===== src/design/cursor_list_engine_assert.svh =====
// ---------------------------------------------------------------------------
// cursor list engine assertion macros
// concurrent checks sampled on the rising clock edge, off while in reset
// ---------------------------------------------------------------------------
`ifndef CURSOR_LIST_ENGINE_ASSERT_SVH
`define CURSOR_LIST_ENGINE_ASSERT_SVH

// consequent holds in the same cycle as the antecedent
`define CLE_ASSERT_NOW(label, clk, rst_n, ante, cons) \
  label: assert property (@(posedge clk) disable iff (!rst_n) (ante) |-> (cons)) \
    else $error("cursor list engine: check failed");

// consequent holds in the cycle after the antecedent
`define CLE_ASSERT_NEXT(label, clk, rst_n, ante, cons) \
  label: assert property (@(posedge clk) disable iff (!rst_n) (ante) |=> (cons)) \
    else $error("cursor list engine: check failed");

`endif


===== src/design/cle_pkg.sv =====
// ---------------------------------------------------------------------------
// cle_pkg
// shared constants, operation and status codes for the cursor list engine
// ---------------------------------------------------------------------------
`timescale 1ns / 1ps

package cle_pkg;

  // default sizes
  localparam int unsigned PoolNodesDef = 64;
  localparam int unsigned DataWidthDef = 32;

  // fixed field widths
  localparam int unsigned FuncW   = 4;
  localparam int unsigned StatusW = 2;

  // operation codes
  typedef enum logic [FuncW-1:0] {
    FN_QUERY     = 4'd0,
    FN_CLEAR     = 4'd1,
    FN_SET       = 4'd2,
    FN_FRONT     = 4'd3,
    FN_BACK      = 4'd4,
    FN_PREV      = 4'd5,
    FN_NEXT      = 4'd6,
    FN_PREPEND   = 4'd7,
    FN_APPEND    = 4'd8,
    FN_INS_B     = 4'd9,
    FN_INS_A     = 4'd10,
    FN_DEL_FRONT = 4'd11,
    FN_DEL_BACK  = 4'd12,
    FN_DEL_CUR   = 4'd13,
    FN_FIND      = 4'd14
  } cle_func_e;

  // result status codes
  typedef enum logic [StatusW-1:0] {
    ST_OK     = 2'd0,
    ST_EMPTY  = 2'd1,
    ST_NOCUR  = 2'd2,
    ST_FULL   = 2'd3
  } cle_status_e;

  // write enables of the three node memories
  typedef struct packed {
    logic data;
    logic next;
    logic prev;
  } cle_wen_t;

endpackage


===== src/design/cursor_list_engine.sv =====
// ---------------------------------------------------------------------------
// cursor_list_engine
// doubly linked list of data words in a node pool with a free list and a cursor
// ---------------------------------------------------------------------------
// usage
//   s_axis carries one operation per transaction: tdata = {item_data, func}.
//   m_axis returns exactly one result per operation, in order.
//   each operation runs alone: s_axis_tready_o is high only while the engine
//   waits for work. the node memories have a single read port, and the three
//   output words are fetched through it as well. a find walks the list one
//   node a cycle, and a clear rebuilds the free list one node a cycle.
//   after reset the same rebuild pass runs before the first operation is
//   taken; no result is produced for it.
//   the result sits in an output register: the next operation is taken while
//   it waits, and that operation holds in its last step until m_axis drains.
//   errors (empty list, no cursor, full pool) leave the state unchanged.
// ---------------------------------------------------------------------------
`timescale 1ns / 1ps

module cursor_list_engine #(
  parameter int unsigned POOL_NODES = cle_pkg::PoolNodesDef,
  parameter int unsigned DATA_WIDTH = cle_pkg::DataWidthDef,
  localparam int unsigned AW    = $clog2(POOL_NODES),
  localparam int unsigned LW    = $clog2(POOL_NODES + 1),
  localparam int unsigned CNT_W = LW,
  localparam int unsigned IDX_W = $clog2(POOL_NODES) + 1,
  localparam int unsigned IN_W  = cle_pkg::FuncW + DATA_WIDTH,
  localparam int unsigned IN_TW = ((IN_W + 7) / 8) * 8,
  localparam int unsigned OUT_W = cle_pkg::StatusW + CNT_W + IDX_W + 3 * DATA_WIDTH + 1,
  localparam int unsigned OUT_TW = ((OUT_W + 7) / 8) * 8
) (
  input  logic              clk_i,
  input  logic              rst_ni,
  input  logic              s_axis_tvalid_i,
  output logic              s_axis_tready_o,
  // func, item_data
  input  logic [IN_TW-1:0]  s_axis_tdata_i,
  output logic              m_axis_tvalid_o,
  input  logic              m_axis_tready_i,
  // status, list_length, cursor_index, cursor_data, front_data, back_data, found
  output logic [OUT_TW-1:0] m_axis_tdata_o
);

  localparam logic [LW-1:0] NullLink = LW'(POOL_NODES);
  localparam logic [AW-1:0] LastNode = AW'(POOL_NODES - 1);

  typedef enum logic [14:0] {
    S_CLEAR = 15'b000000000000001,
    S_IDLE  = 15'b000000000000010,
    S_EXEC  = 15'b000000000000100,
    S_ALLOC = 15'b000000000001000,
    S_W1    = 15'b000000000010000,
    S_W2    = 15'b000000000100000,
    S_U1    = 15'b000000001000000,
    S_U2    = 15'b000000010000000,
    S_MOVE  = 15'b000000100000000,
    S_FIND  = 15'b000001000000000,
    S_OUT_F = 15'b000010000000000,
    S_OUT_B = 15'b000100000000000,
    S_OUT_C = 15'b001000000000000,
    S_DONE  = 15'b010000000000000,
    S_SPARE = 15'b100000000000000
  } state_e;

  state_e state_q, state_d;

  // list registers
  logic [LW-1:0]           free_q, free_d;
  logic [LW-1:0]           front_q, front_d;
  logic [LW-1:0]           back_q, back_d;
  logic [LW-1:0]           cur_q, cur_d;
  logic [CNT_W-1:0]        cnt_q, cnt_d;
  logic signed [IDX_W-1:0] pos_q, pos_d;

  // operation registers
  logic [cle_pkg::FuncW-1:0]   func_q, func_d;
  logic [DATA_WIDTH-1:0]       word_q, word_d;
  logic [cle_pkg::StatusW-1:0] status_q, status_d;
  logic                        found_q, found_d;
  logic [LW-1:0]               pl_q, pl_d;
  logic [LW-1:0]               ql_q, ql_d;
  logic [AW-1:0]               node_q, node_d;
  logic [AW-1:0]               clr_q, clr_d;
  logic                        rep_q, rep_d;
  logic [DATA_WIDTH-1:0]       fw_q, fw_d;
  logic [DATA_WIDTH-1:0]       bw_q, bw_d;

  // output register
  logic              mvalid_q, mvalid_d;
  logic [OUT_W-1:0]  mdata_q, mdata_d;

  // memory port signals
  logic                  ren;
  logic [AW-1:0]         raddr;
  cle_pkg::cle_wen_t     wen;
  logic [AW-1:0]         d_waddr, n_waddr, p_waddr;
  logic [DATA_WIDTH-1:0] d_wdata;
  logic [LW-1:0]         n_wdata, p_wdata;
  logic [DATA_WIDTH-1:0] rd_data;
  logic [LW-1:0]         rd_next, rd_prev;

  logic empty, nocur, full, s_fire, m_free;
  logic [DATA_WIDTH-1:0] cw;

  assign empty  = (cnt_q == '0);
  assign nocur  = (cur_q == NullLink);
  assign full   = (free_q == NullLink);
  assign s_axis_tready_o = (state_q == S_IDLE);
  assign s_fire = s_axis_tvalid_i && s_axis_tready_o;
  assign m_free = !mvalid_q || m_axis_tready_i;
  assign cw     = nocur ? '0 : rd_data;

  cle_node_mem #(
    .POOL_NODES(POOL_NODES),
    .DATA_WIDTH(DATA_WIDTH)
  ) u_mem (
    .clk_i     (clk_i),
    .ren_i     (ren),
    .raddr_i   (raddr),
    .wen_i     (wen),
    .d_waddr_i (d_waddr),
    .d_wdata_i (d_wdata),
    .n_waddr_i (n_waddr),
    .n_wdata_i (n_wdata),
    .p_waddr_i (p_waddr),
    .p_wdata_i (p_wdata),
    .rd_data_o (rd_data),
    .rd_next_o (rd_next),
    .rd_prev_o (rd_prev)
  );

  // sequencer
  always_comb begin
    state_d  = state_q;
    free_d   = free_q;
    front_d  = front_q;
    back_d   = back_q;
    cur_d    = cur_q;
    cnt_d    = cnt_q;
    pos_d    = pos_q;
    func_d   = func_q;
    word_d   = word_q;
    status_d = status_q;
    found_d  = found_q;
    pl_d     = pl_q;
    ql_d     = ql_q;
    node_d   = node_q;
    clr_d    = clr_q;
    rep_d    = rep_q;
    fw_d     = fw_q;
    bw_d     = bw_q;
    mvalid_d = mvalid_q;
    mdata_d  = mdata_q;
    ren      = 1'b0;
    raddr    = '0;
    wen      = '0;
    d_waddr  = '0;
    d_wdata  = '0;
    n_waddr  = '0;
    n_wdata  = '0;
    p_waddr  = '0;
    p_wdata  = '0;

    // result taken downstream
    if (mvalid_q && m_axis_tready_i) begin
      mvalid_d = 1'b0;
    end

    case (state_q)
      // rebuild the free list one node a cycle
      S_CLEAR: begin
        wen.next = 1'b1;
        wen.prev = 1'b1;
        n_waddr  = clr_q;
        n_wdata  = LW'(clr_q) + LW'(1);
        p_waddr  = clr_q;
        p_wdata  = NullLink;
        clr_d    = clr_q + AW'(1);
        if (clr_q == LastNode) begin
          clr_d   = '0;
          state_d = rep_q ? S_OUT_F : S_IDLE;
        end
      end

      S_IDLE: begin
        if (s_fire) begin
          func_d   = s_axis_tdata_i[cle_pkg::FuncW-1:0];
          word_d   = s_axis_tdata_i[cle_pkg::FuncW +: DATA_WIDTH];
          status_d = cle_pkg::ST_OK;
          found_d  = 1'b0;
          state_d  = S_EXEC;
        end
      end

      // decode, check and issue the first read
      S_EXEC: begin
        state_d = S_OUT_F;
        case (func_q)
          cle_pkg::FN_CLEAR: begin
            free_d  = '0;
            front_d = NullLink;
            back_d  = NullLink;
            cur_d   = NullLink;
            cnt_d   = '0;
            pos_d   = '1;
            clr_d   = '0;
            rep_d   = 1'b1;
            state_d = S_CLEAR;
          end
          cle_pkg::FN_SET: begin
            if (!empty && !nocur) begin
              wen.data = 1'b1;
              d_waddr  = cur_q[AW-1:0];
              d_wdata  = word_q;
            end
          end
          cle_pkg::FN_FRONT: begin
            if (!empty) begin
              cur_d = front_q;
              pos_d = '0;
            end
          end
          cle_pkg::FN_BACK: begin
            if (!empty) begin
              cur_d = back_q;
              pos_d = IDX_W'(cnt_q - CNT_W'(1));
            end
          end
          cle_pkg::FN_PREV, cle_pkg::FN_NEXT: begin
            if (!nocur) begin
              if ((func_q == cle_pkg::FN_PREV && cur_q == front_q) ||
                  (func_q == cle_pkg::FN_NEXT && cur_q == back_q)) begin
                cur_d = NullLink;
                pos_d = '1;
              end else begin
                ren     = 1'b1;
                raddr   = cur_q[AW-1:0];
                state_d = S_MOVE;
              end
            end
          end
          cle_pkg::FN_PREPEND, cle_pkg::FN_APPEND: begin
            if (full) begin
              status_d = cle_pkg::ST_FULL;
            end else begin
              pl_d    = (func_q == cle_pkg::FN_PREPEND) ? NullLink : back_q;
              ql_d    = (func_q == cle_pkg::FN_PREPEND) ? front_q : NullLink;
              ren     = 1'b1;
              raddr   = free_q[AW-1:0];
              state_d = S_W1;
            end
          end
          cle_pkg::FN_INS_B, cle_pkg::FN_INS_A: begin
            if (empty) begin
              status_d = cle_pkg::ST_EMPTY;
            end else if (nocur) begin
              status_d = cle_pkg::ST_NOCUR;
            end else if (full) begin
              status_d = cle_pkg::ST_FULL;
            end else begin
              ren     = 1'b1;
              raddr   = cur_q[AW-1:0];
              state_d = S_ALLOC;
            end
          end
          cle_pkg::FN_DEL_FRONT, cle_pkg::FN_DEL_BACK: begin
            if (empty) begin
              status_d = cle_pkg::ST_EMPTY;
            end else begin
              node_d  = (func_q == cle_pkg::FN_DEL_FRONT) ? front_q[AW-1:0] : back_q[AW-1:0];
              ren     = 1'b1;
              raddr   = node_d;
              state_d = S_U1;
            end
          end
          cle_pkg::FN_DEL_CUR: begin
            if (empty) begin
              status_d = cle_pkg::ST_EMPTY;
            end else if (nocur) begin
              status_d = cle_pkg::ST_NOCUR;
            end else begin
              node_d  = cur_q[AW-1:0];
              ren     = 1'b1;
              raddr   = cur_q[AW-1:0];
              state_d = S_U1;
            end
          end
          cle_pkg::FN_FIND: begin
            if (front_q != NullLink) begin
              ren     = 1'b1;
              raddr   = front_q[AW-1:0];
              state_d = S_FIND;
            end
          end
          default: begin
            state_d = S_OUT_F;
          end
        endcase
      end

      // insert around the cursor: neighbours known, fetch free successor
      S_ALLOC: begin
        if (func_q == cle_pkg::FN_INS_B) begin
          pl_d = rd_prev;
          ql_d = cur_q;
        end else begin
          pl_d = cur_q;
          ql_d = rd_next;
        end
        ren     = 1'b1;
        raddr   = free_q[AW-1:0];
        state_d = S_W1;
      end

      // new node data and back link, predecessor forward link
      S_W1: begin
        wen.data = 1'b1;
        d_waddr  = free_q[AW-1:0];
        d_wdata  = word_q;
        wen.prev = 1'b1;
        p_waddr  = free_q[AW-1:0];
        p_wdata  = pl_q;
        if (pl_q != NullLink) begin
          wen.next = 1'b1;
          n_waddr  = pl_q[AW-1:0];
          n_wdata  = free_q;
        end
        state_d = S_W2;
      end

      // new node forward link, successor back link, registers
      S_W2: begin
        wen.next = 1'b1;
        n_waddr  = free_q[AW-1:0];
        n_wdata  = ql_q;
        if (ql_q != NullLink) begin
          wen.prev = 1'b1;
          p_waddr  = ql_q[AW-1:0];
          p_wdata  = free_q;
        end
        if (pl_q == NullLink) begin
          front_d = free_q;
        end
        if (ql_q == NullLink) begin
          back_d = free_q;
        end
        free_d = rd_next;
        cnt_d  = cnt_q + CNT_W'(1);
        if ((func_q == cle_pkg::FN_PREPEND && !nocur) || func_q == cle_pkg::FN_INS_B) begin
          pos_d = pos_q + IDX_W'(1);
        end
        state_d = S_OUT_F;
      end

      // bypass the removed node, fix the cursor
      S_U1: begin
        if (rd_prev != NullLink) begin
          wen.next = 1'b1;
          n_waddr  = rd_prev[AW-1:0];
          n_wdata  = rd_next;
        end else begin
          front_d = rd_next;
        end
        if (rd_next != NullLink) begin
          wen.prev = 1'b1;
          p_waddr  = rd_next[AW-1:0];
          p_wdata  = rd_prev;
        end else begin
          back_d = rd_prev;
        end
        if (func_q == cle_pkg::FN_DEL_CUR || cur_q == LW'(node_q)) begin
          cur_d = NullLink;
          pos_d = '1;
        end else if (func_q == cle_pkg::FN_DEL_FRONT && !nocur) begin
          pos_d = pos_q - IDX_W'(1);
        end
        state_d = S_U2;
      end

      // return the node to the free list
      S_U2: begin
        wen.next = 1'b1;
        n_waddr  = node_q;
        n_wdata  = free_q;
        wen.prev = 1'b1;
        p_waddr  = node_q;
        p_wdata  = NullLink;
        free_d   = LW'(node_q);
        cnt_d    = cnt_q - CNT_W'(1);
        state_d  = S_OUT_F;
      end

      // step the cursor over a link
      S_MOVE: begin
        if (func_q == cle_pkg::FN_PREV) begin
          cur_d = rd_prev;
          pos_d = pos_q - IDX_W'(1);
        end else begin
          cur_d = rd_next;
          pos_d = pos_q + IDX_W'(1);
        end
        state_d = S_OUT_F;
      end

      // walk the list one node a cycle
      S_FIND: begin
        if (rd_data == word_q) begin
          found_d = 1'b1;
          state_d = S_OUT_F;
        end else if (rd_next == NullLink) begin
          state_d = S_OUT_F;
        end else begin
          ren   = 1'b1;
          raddr = rd_next[AW-1:0];
        end
      end

      // fetch front, back and cursor words
      S_OUT_F: begin
        rep_d = 1'b0;
        if (front_q != NullLink) begin
          ren   = 1'b1;
          raddr = front_q[AW-1:0];
        end
        state_d = S_OUT_B;
      end

      S_OUT_B: begin
        fw_d = (front_q != NullLink) ? rd_data : '0;
        if (back_q != NullLink) begin
          ren   = 1'b1;
          raddr = back_q[AW-1:0];
        end
        state_d = S_OUT_C;
      end

      S_OUT_C: begin
        bw_d = (back_q != NullLink) ? rd_data : '0;
        if (!nocur) begin
          ren   = 1'b1;
          raddr = cur_q[AW-1:0];
        end
        state_d = S_DONE;
      end

      // load the output register once it is free
      S_DONE: begin
        if (m_free) begin
          mvalid_d = 1'b1;
          mdata_d  = {found_q, bw_q, fw_q, cw, pos_q, cnt_q, status_q};
          state_d  = S_IDLE;
        end
      end

      default: begin
        state_d = S_IDLE;
      end
    endcase
  end

  // control registers
  always_ff @(posedge clk_i or negedge rst_ni) begin
    if (!rst_ni) begin
      state_q  <= S_CLEAR;
      free_q   <= '0;
      front_q  <= NullLink;
      back_q   <= NullLink;
      cur_q    <= NullLink;
      cnt_q    <= '0;
      pos_q    <= '1;
      clr_q    <= '0;
      rep_q    <= 1'b0;
      mvalid_q <= 1'b0;
    end else begin
      state_q  <= state_d;
      free_q   <= free_d;
      front_q  <= front_d;
      back_q   <= back_d;
      cur_q    <= cur_d;
      cnt_q    <= cnt_d;
      pos_q    <= pos_d;
      clr_q    <= clr_d;
      rep_q    <= rep_d;
      mvalid_q <= mvalid_d;
    end
  end

  // payload registers
  always_ff @(posedge clk_i) begin
    func_q   <= func_d;
    word_q   <= word_d;
    status_q <= status_d;
    found_q  <= found_d;
    pl_q     <= pl_d;
    ql_q     <= ql_d;
    node_q   <= node_d;
    fw_q     <= fw_d;
    bw_q     <= bw_d;
    mdata_q  <= mdata_d;
  end

  assign m_axis_tvalid_o = mvalid_q;
  assign m_axis_tdata_o  = OUT_TW'(mdata_q);

  // checks
  `include "cursor_list_engine_assert.svh"

  `CLE_ASSERT_NEXT(a_busy_after_accept, clk_i, rst_ni, s_fire, !s_axis_tready_o)
  `CLE_ASSERT_NOW(a_count_bound, clk_i, rst_ni, 1'b1, cnt_q <= CNT_W'(POOL_NODES))
  `CLE_ASSERT_NOW(a_cursor_pos, clk_i, rst_ni, 1'b1, (cur_q == NullLink) == (pos_q == '1))
  `CLE_ASSERT_NOW(a_full_count, clk_i, rst_ni, free_q == NullLink, cnt_q == CNT_W'(POOL_NODES))

endmodule


===== src/design/cle_node_mem.sv =====
// ---------------------------------------------------------------------------
// cle_node_mem
// node pool storage: data word, next link and prev link memories with one
// shared registered read port and one write port per memory
// ---------------------------------------------------------------------------
`timescale 1ns / 1ps

module cle_node_mem #(
  parameter int unsigned POOL_NODES = cle_pkg::PoolNodesDef,
  parameter int unsigned DATA_WIDTH = cle_pkg::DataWidthDef,
  localparam int unsigned AW = $clog2(POOL_NODES),
  localparam int unsigned LW = $clog2(POOL_NODES + 1)
) (
  input  logic                  clk_i,
  input  logic                  ren_i,
  input  logic [AW-1:0]         raddr_i,
  input  cle_pkg::cle_wen_t     wen_i,
  input  logic [AW-1:0]         d_waddr_i,
  input  logic [DATA_WIDTH-1:0] d_wdata_i,
  input  logic [AW-1:0]         n_waddr_i,
  input  logic [LW-1:0]         n_wdata_i,
  input  logic [AW-1:0]         p_waddr_i,
  input  logic [LW-1:0]         p_wdata_i,
  output logic [DATA_WIDTH-1:0] rd_data_o,
  output logic [LW-1:0]         rd_next_o,
  output logic [LW-1:0]         rd_prev_o
);

  logic [DATA_WIDTH-1:0] data_mem [POOL_NODES];
  logic [LW-1:0]         next_mem [POOL_NODES];
  logic [LW-1:0]         prev_mem [POOL_NODES];

  // write ports
  always_ff @(posedge clk_i) begin
    if (wen_i.data) begin
      data_mem[d_waddr_i] <= d_wdata_i;
    end
    if (wen_i.next) begin
      next_mem[n_waddr_i] <= n_wdata_i;
    end
    if (wen_i.prev) begin
      prev_mem[p_waddr_i] <= p_wdata_i;
    end
  end

  // shared read port, output held while not enabled
  always_ff @(posedge clk_i) begin
    if (ren_i) begin
      rd_data_o <= data_mem[raddr_i];
      rd_next_o <= next_mem[raddr_i];
      rd_prev_o <= prev_mem[raddr_i];
    end
  end

endmodule


===== config.mk =====
export PLATFORM = sky130hd
export DESIGN_NAME = cursor_list_engine
export DESIGN_NICKNAME = d
export VERILOG_FILES = /design/src/design/cle_pkg.sv /design/src/design/cursor_list_engine.sv /design/src/design/cle_node_mem.sv
export VERILOG_INCLUDE_DIRS = /design/src /design/src/design
export SDC_FILE = /design/constraint.sdc
export NUM_CORES = 2
export LEC_CHECK = 0
export BUFFER_PORTS_ARGS = -buffer_cell sky130_fd_sc_hd__buf_4
export CAP_MARGIN = 20
export CORE_ASPECT_RATIO = 1.2
export CORE_UTILIZATION = 58
export CTS_CLUSTER_DIAMETER = 200
export CTS_CLUSTER_SIZE = 8
export DETAILED_ROUTE_END_ITERATION = 10
export PLACE_DENSITY = 0.74
export SKIP_LAST_GASP = 1
export SYNTH_ARGS = -nofsm -noshare
export SYNTH_HDL_FRONTEND = slang
export SYNTH_HIERARCHICAL = 1
export SYNTH_SLANG_ARGS = --single-unit

===== constraint.sdc =====
create_clock -name clk_i -period 10.6 [get_ports clk_i]
set_input_delay 0.53 -clock clk_i [delete_from_list [all_inputs] [get_ports clk_i]]
set_output_delay 0.53 -clock clk_i [all_outputs]
set_load 0.005 [all_outputs]

# After elaboration in Yosys (flattened, before gate mapping)
# Memory sizes are Yosys's and may differ from the RTL's. A register that Yosys moved wholly into a read port is not among the register bits.
# Index checks and enable logic that the tools add are counted.
[totals] n_memories=3 ramBits=2944 register_bits=301
[classes] n_addsub=6 n_reduce_logical=45 n_mux=142 n_eq_ne=70
[mem_list] name="u_mem.data_mem" depth=64 word_bits=32 rd=1 rd_ports_with_merged_regs=1 write_ports=1 line_no="cle_node_mem.sv:29" text="logic [DATA_WIDTH-1:0] data_mem [POOL_NODES];"
[mem_list] name="u_mem.next_mem" depth=64 word_bits=7 rd=1 rd_ports_with_merged_regs=1 write_ports=1 line_no="cle_node_mem.sv:30" text="logic [LW-1:0] next_mem [POOL_NODES];"
[mem_list] name="u_mem.prev_mem" depth=64 word_bits=7 rd=1 rd_ports_with_merged_regs=1 write_ports=1 line_no="cle_node_mem.sv:31" text="logic [LW-1:0] prev_mem [POOL_NODES];"
[ops] operator="7-bit two-way mux" n=32
[ops] operator="15-bit case mux with 12 select lines" n=1
[ops] operator="6-bit two-way mux" n=25
[ops] operator="11-bit two-way mux" n=11
[ops] operator="7-bit case mux with 4 select lines" n=4
[ops] operator="7-bit case mux with 3 select lines" n=5
[ops] operator="11-bit case mux with 7 select lines" n=1
[ops] operator="15-bit two-way mux" n=5
[ops] operator="6-bit case mux with 6 select lines" n=2
[ops] operator="32-bit two-way mux" n=2
[ops] operator="32-bit case mux with 2 select lines" n=1
[ops] operator="6-bit case mux with 5 select lines" n=2
[ops] operator="7-bit inequality test, second input constant" n=6
[ops] operator="6-bit case mux with 2 select lines" n=3
[ops] operator="7-bit equality test, second input constant" n=5
[ops] operator="7-bit case mux with 5 select lines" n=1
[ops] operator="32-bit equality test" n=1
[ops] operator="1-bit two-way mux" n=30
[ops] operator="4-bit equality test, second input constant" n=7
[ops] operator="7-bit case mux with 2 select lines" n=2
[ops] operator="2-bit inequality test, second input constant" n=13
[ops] operator="3-bit inequality test, second input constant" n=7
[ops] operator="4-bit by 3-bit equality test with 1-bit output, second input constant" n=4
[ops] operator="2-bit case mux with 4 select lines" n=2
[ops] operator="48 further kinds" n=91

# Logic depth before layout (Yosys ltp)
[depth] word_depth=8 depth_mapped=20 ltp_nobuf=14

# Hierarchy
# Netlist, hierarchy kept.
[modules_own_cells] mod="cle_node_mem" instances=1 area_each_um2=114329.7 seq_area_each_um2=89786.1 cells_each=5010
[modules_own_cells] mod="cursor_list_engine" instances=1 area_each_um2=14696.6 seq_area_each_um2=8702.1 cells_each=1231

# Worst setup path after synthesis
# Ideal clock, no wire load.
[synth_path] path_kind="register to register" start="register state_q[3]" end="register mdata_q[0], enable pin" path_slack_ns=3.686 path_buffers=0 stages_incl_launch_ff=5 arrival_time_ns=6.316 cell_sequence="dfrtp_1 nor4_4 and3_1 nand4b_1 nor2b_1"
[synth_via] elab_chain_len=2
[synth_lines] element="start, declared" line_no="cursor_list_engine.sv:65" text="state_e state_q, state_d;"
[synth_lines] element="start signal, assigned" line_no="cursor_list_engine.sv:475" text="state_q <= state_d;"
[synth_lines] element="15-bit by 14-bit equality test with 1-bit output" line_no="cursor_list_engine.sv:169" text="case (state_q)"
[synth_lines] element="2-bit AND reduction (no line)"
[synth_lines] element="end signal, assigned" line_no="cursor_list_engine.sv:499" text="mdata_q <= mdata_d;"
[synth_lines] element="end, declared" line_no="cursor_list_engine.sv:90" text="logic [OUT_W-1:0] mdata_q, mdata_d;"
# No other way between the ends.
# A chain may end at the register's enable or synchronous reset.

# Worst setup path after layout
[layout_path] start="register state_q[11]" end="register u_mem.rd_prev_o[1], read port of u_mem.prev_mem, data pin"
[layout_via] elab_chain_len=2
[layout_lines] element="15-bit by 13-bit equality test with 1-bit output (tied with other cells)" line_no="cursor_list_engine.sv:169"
[layout_lines] element="6-bit case mux with 6 select lines (*)" line_no="cursor_list_engine.sv:169"
[layout_lines] element="named net raddr[0]" line_no="cursor_list_engine.sv:94" text="logic [AW-1:0] raddr;"
[layout_lines] element="end, declared" line_no="cle_node_mem.sv:26" text="output logic [LW-1:0] rd_prev_o"
# The timed path passes the listed nets; every way through them passes the cells marked *.

==> run summary <==
Outcome: finished clean
CP Capture Type: register
Global Route Usage Sum: 30.54%
Worst-Margin Slew: 1.189 ns
CTS clk-pin slew, worst paths: 0.06 ns
Initial DRT Pass Iterations: 9
Post-synth top cells: 3226 x edfxtp_1, 710 x mux4_2, 308 x nor2_1, 254 x mux2i_1, 203 x clkbuf_1
Std cell rows: 189
Worst hold slack: 0.3095 ns
CTS max path bufs: 4
Routability congestion estimate: 0.9348
Worst Setup SP: state_q[11]$_DFFE_PN0P_
H-tree depth: 5
Asr flop ratio synth: 1.945%
#FFs+latches synth: 3290
Pwr Density: 196.2 nW/µm²
Slew margin rel.: 20.72%
Top-count cell post-synth: edfxtp_1
Syn_area_per_cell: 20.67 µm²
Library cells used by synthesis: 89
Cell taking the most area after synthesis: edfxtp_1
PostCTS Resize Cnt: 0
Via count: 67220
Final hold violation count: 0
Crit Path Category: register to register
Die W: 432.6 µm
Clock latency on the worst-skew pair: 0.93 ns
Period minus WS final: 7.144 ns
Die area: 224400 µm²
Yosys warns: 6
CP Max Fanout: 37
Clock skew: 0.08876 ns
Ratio of final minimum period to clock period: 67.40%
CTS tree: yes
Final setup vio count: 0
Die Y: 518.7 µm
HP Class: input pin to async pin
CTS Buf Count: 453
Post-synth EDFFs: 3226
First-pass GRT wire length: 484300 µm
Max-capacitance violation count: 0
Critical R2R Launch: state_q[11]$_DFFE_PN0P_
CP arrival: 7.74 ns
Total Power: 0.02888 W
Largest net degree at the start of global routing: 107
Worst slack, placed: 3.478 ns
Core Footprint: 221100 µm²
Max Fclk: 140.0 MHz
Ratio of cells with drive above 1 in the final layout: 26.78%
Synth area leaders: edfxtp_1 75%, mux4_2 12%, mux2i_1 2.0%
Post-Syn Instances: 6241
Leakage: 48.22 nW
VDD IR max: 0.0001476 V
Setup ws final: 3.456 ns
Nets: 6751
Initial antenna violation count: 17
Routed length per instance: 35.19 µm
Port Buffers: 154
Root Buffer: clkbuf_16
Drc violations: 0
Postcts setup bufs: 0
Final WL: 342900 µm
Share of Yosys cell area claimed by the top area cell type: 75.08%
Initial DRC count: 9288
Initial Util: 58.35%
Vias in the first global route: 67810
Setup TNS Final: 0 ns
P&R area growth vs syn: 14.09%
RSZ-0062 raised after global routing: no
Slew Limit Fails: 0
Congestion Overflow GR: 0
Routed Antenna Nets: 0
Vias per inst: 6.900
Required time worst endpoint: 11.19 ns
Primary FF master, synth: edfxtp_1
Mapped Area: 129000 µm²
Post-layout util: 66.58%
CP Launch Type: register
I/O Pins: 166
Post-DP HPWL: 190100 µm
Reg2Reg Depth: 11
Clock sinks: 3290
Sequential area share after synthesis: 76.33%
## cells by family after synthesis
family	count (synthesis)	synth area share, %
fa+ha+maj	5	0.04849
mux	1055	15.16
compound gates	572	3.154
flops	3290	76.33
simple gates	865	3.443
xor+xnor	60	0.4073
other cells	1	0.002906
buf+inv	393	1.455
## power breakdown
group / internal (W) / switching, W / total (W) / leakage (nW)
Combinational: 0.000579 / 0.000979 / 0.00156 / 9.63
Clock: 0.00762 / 0.00500 / 0.0126 / 5.85
Sequential: 0.0144 / 0.000327 / 0.0147 / 32.7
Total: 0.0226 / 0.00631 / 0.0289 / 48.2
## area by class of cell
class,count,area (µm²)
well taps,2960,3704
inverters,13,50.05
fillers,13450,73890
clock buffers,511,11720
multi-input cells,2564,29400
clock inverters,16,255.2
repair buffers,380,3568
flip-flops and latches,3290,98490
diodes,9,22.52
## layer usage
metal	vias to the layer above	wire length, µm	global-route usage (%)
met5	-	27	0
met1	35010	118500	39.54
li1	26700	-	-
met2	4616	166300	48.61
met4	4	19700	15.84
met3	893	38440	7.211
## final timing paths
| path | to | slack, ns |
|---|---|---|
| setup / recovery | u_mem/rd_prev_o[1]$_DFFE_PP_ | 3.46 |
| min in group clk_i | word_q[13]$_DFFE_PP_ | 0.37 |
| hold / removal | state_q[12]$_DFFE_PN0P_ | 0.31 |
| setup reg to reg | u_mem/rd_prev_o[1]$_DFFE_PP_ | 3.46 |
| max in group asynchronous | cur_q[0]$_DFFE_PN0P_ | 9.67 |
| hold reg to reg | mdata_q[66]$_DFFE_PP_ | 0.40 |
## layout by cell type (no fill, tap or decap), types with 16 or more instances in the layout
master,netlist,routed
nor3_1,26,26
clkbuf_16,0,461
dlygate4sd3_1,0,39
buf_4,45,295
nand2_1,154,140
or3_1,16,16
nand4_1,27,27
mux4_2,710,710
dfrtp_1,53,53
edfxtp_1,3226,3226
and2_2,0,32
o22ai_1,185,185
nand3_1,54,53
a22oi_1,38,38
a222oi_1,18,18
clkbuf_1,203,50
o221ai_1,39,39
mux2i_1,254,254
o21ai_0,45,45
buf_12,0,36
nor2b_1,19,17
nor2_1,308,242
nor2_4,0,66
a21o_1,16,16
and2_1,131,99
a221o_1,47,40
xnor2_1,49,49
a21oi_1,83,82
mux2_2,87,87
nand2b_1,20,16
## state kept, by name (all words and copies together), names as in the netlist, 14 cells and up
| register | flops |
|---|---|
| u_mem/data_mem | 2048 |
| u_mem/next_mem | 448 |
| u_mem/prev_mem | 448 |
| mdata_q | 113 |
| bw_q | 32 |
| fw_q | 32 |
| u_mem/rd_data_o | 32 |
| word_q | 32 |
| state_q | 14 |
## critical path: stages, from the launching register on
cell	delay, ns
dfrtp_1	0.45
nor4_4	0.64
and4_1	0.67
o221ai_2	0.37
a21oi_1	0.71
a221o_4	0.90
buf_4	0.63
buf_4	0.70
mux4_2	0.62
mux4_2	0.53
o22ai_1	0.34
nor2_1	0.12
## through the flow
stage	area [µm²]	cells
after global placement	134100	9132
after floorplan	129000	6247
after detailed placement	134100	9134
final	147200	9743
after CTS	146500	9700
after global routing	147200	9736
## repair_timing
action | in CTS | in global routing
hold buffers | 39 | 0
endpoints found under the hold margin | 93 | 0
endpoints found under the setup margin | 0 | 0
Note: power is estimated with default switching activity, not from simulation.
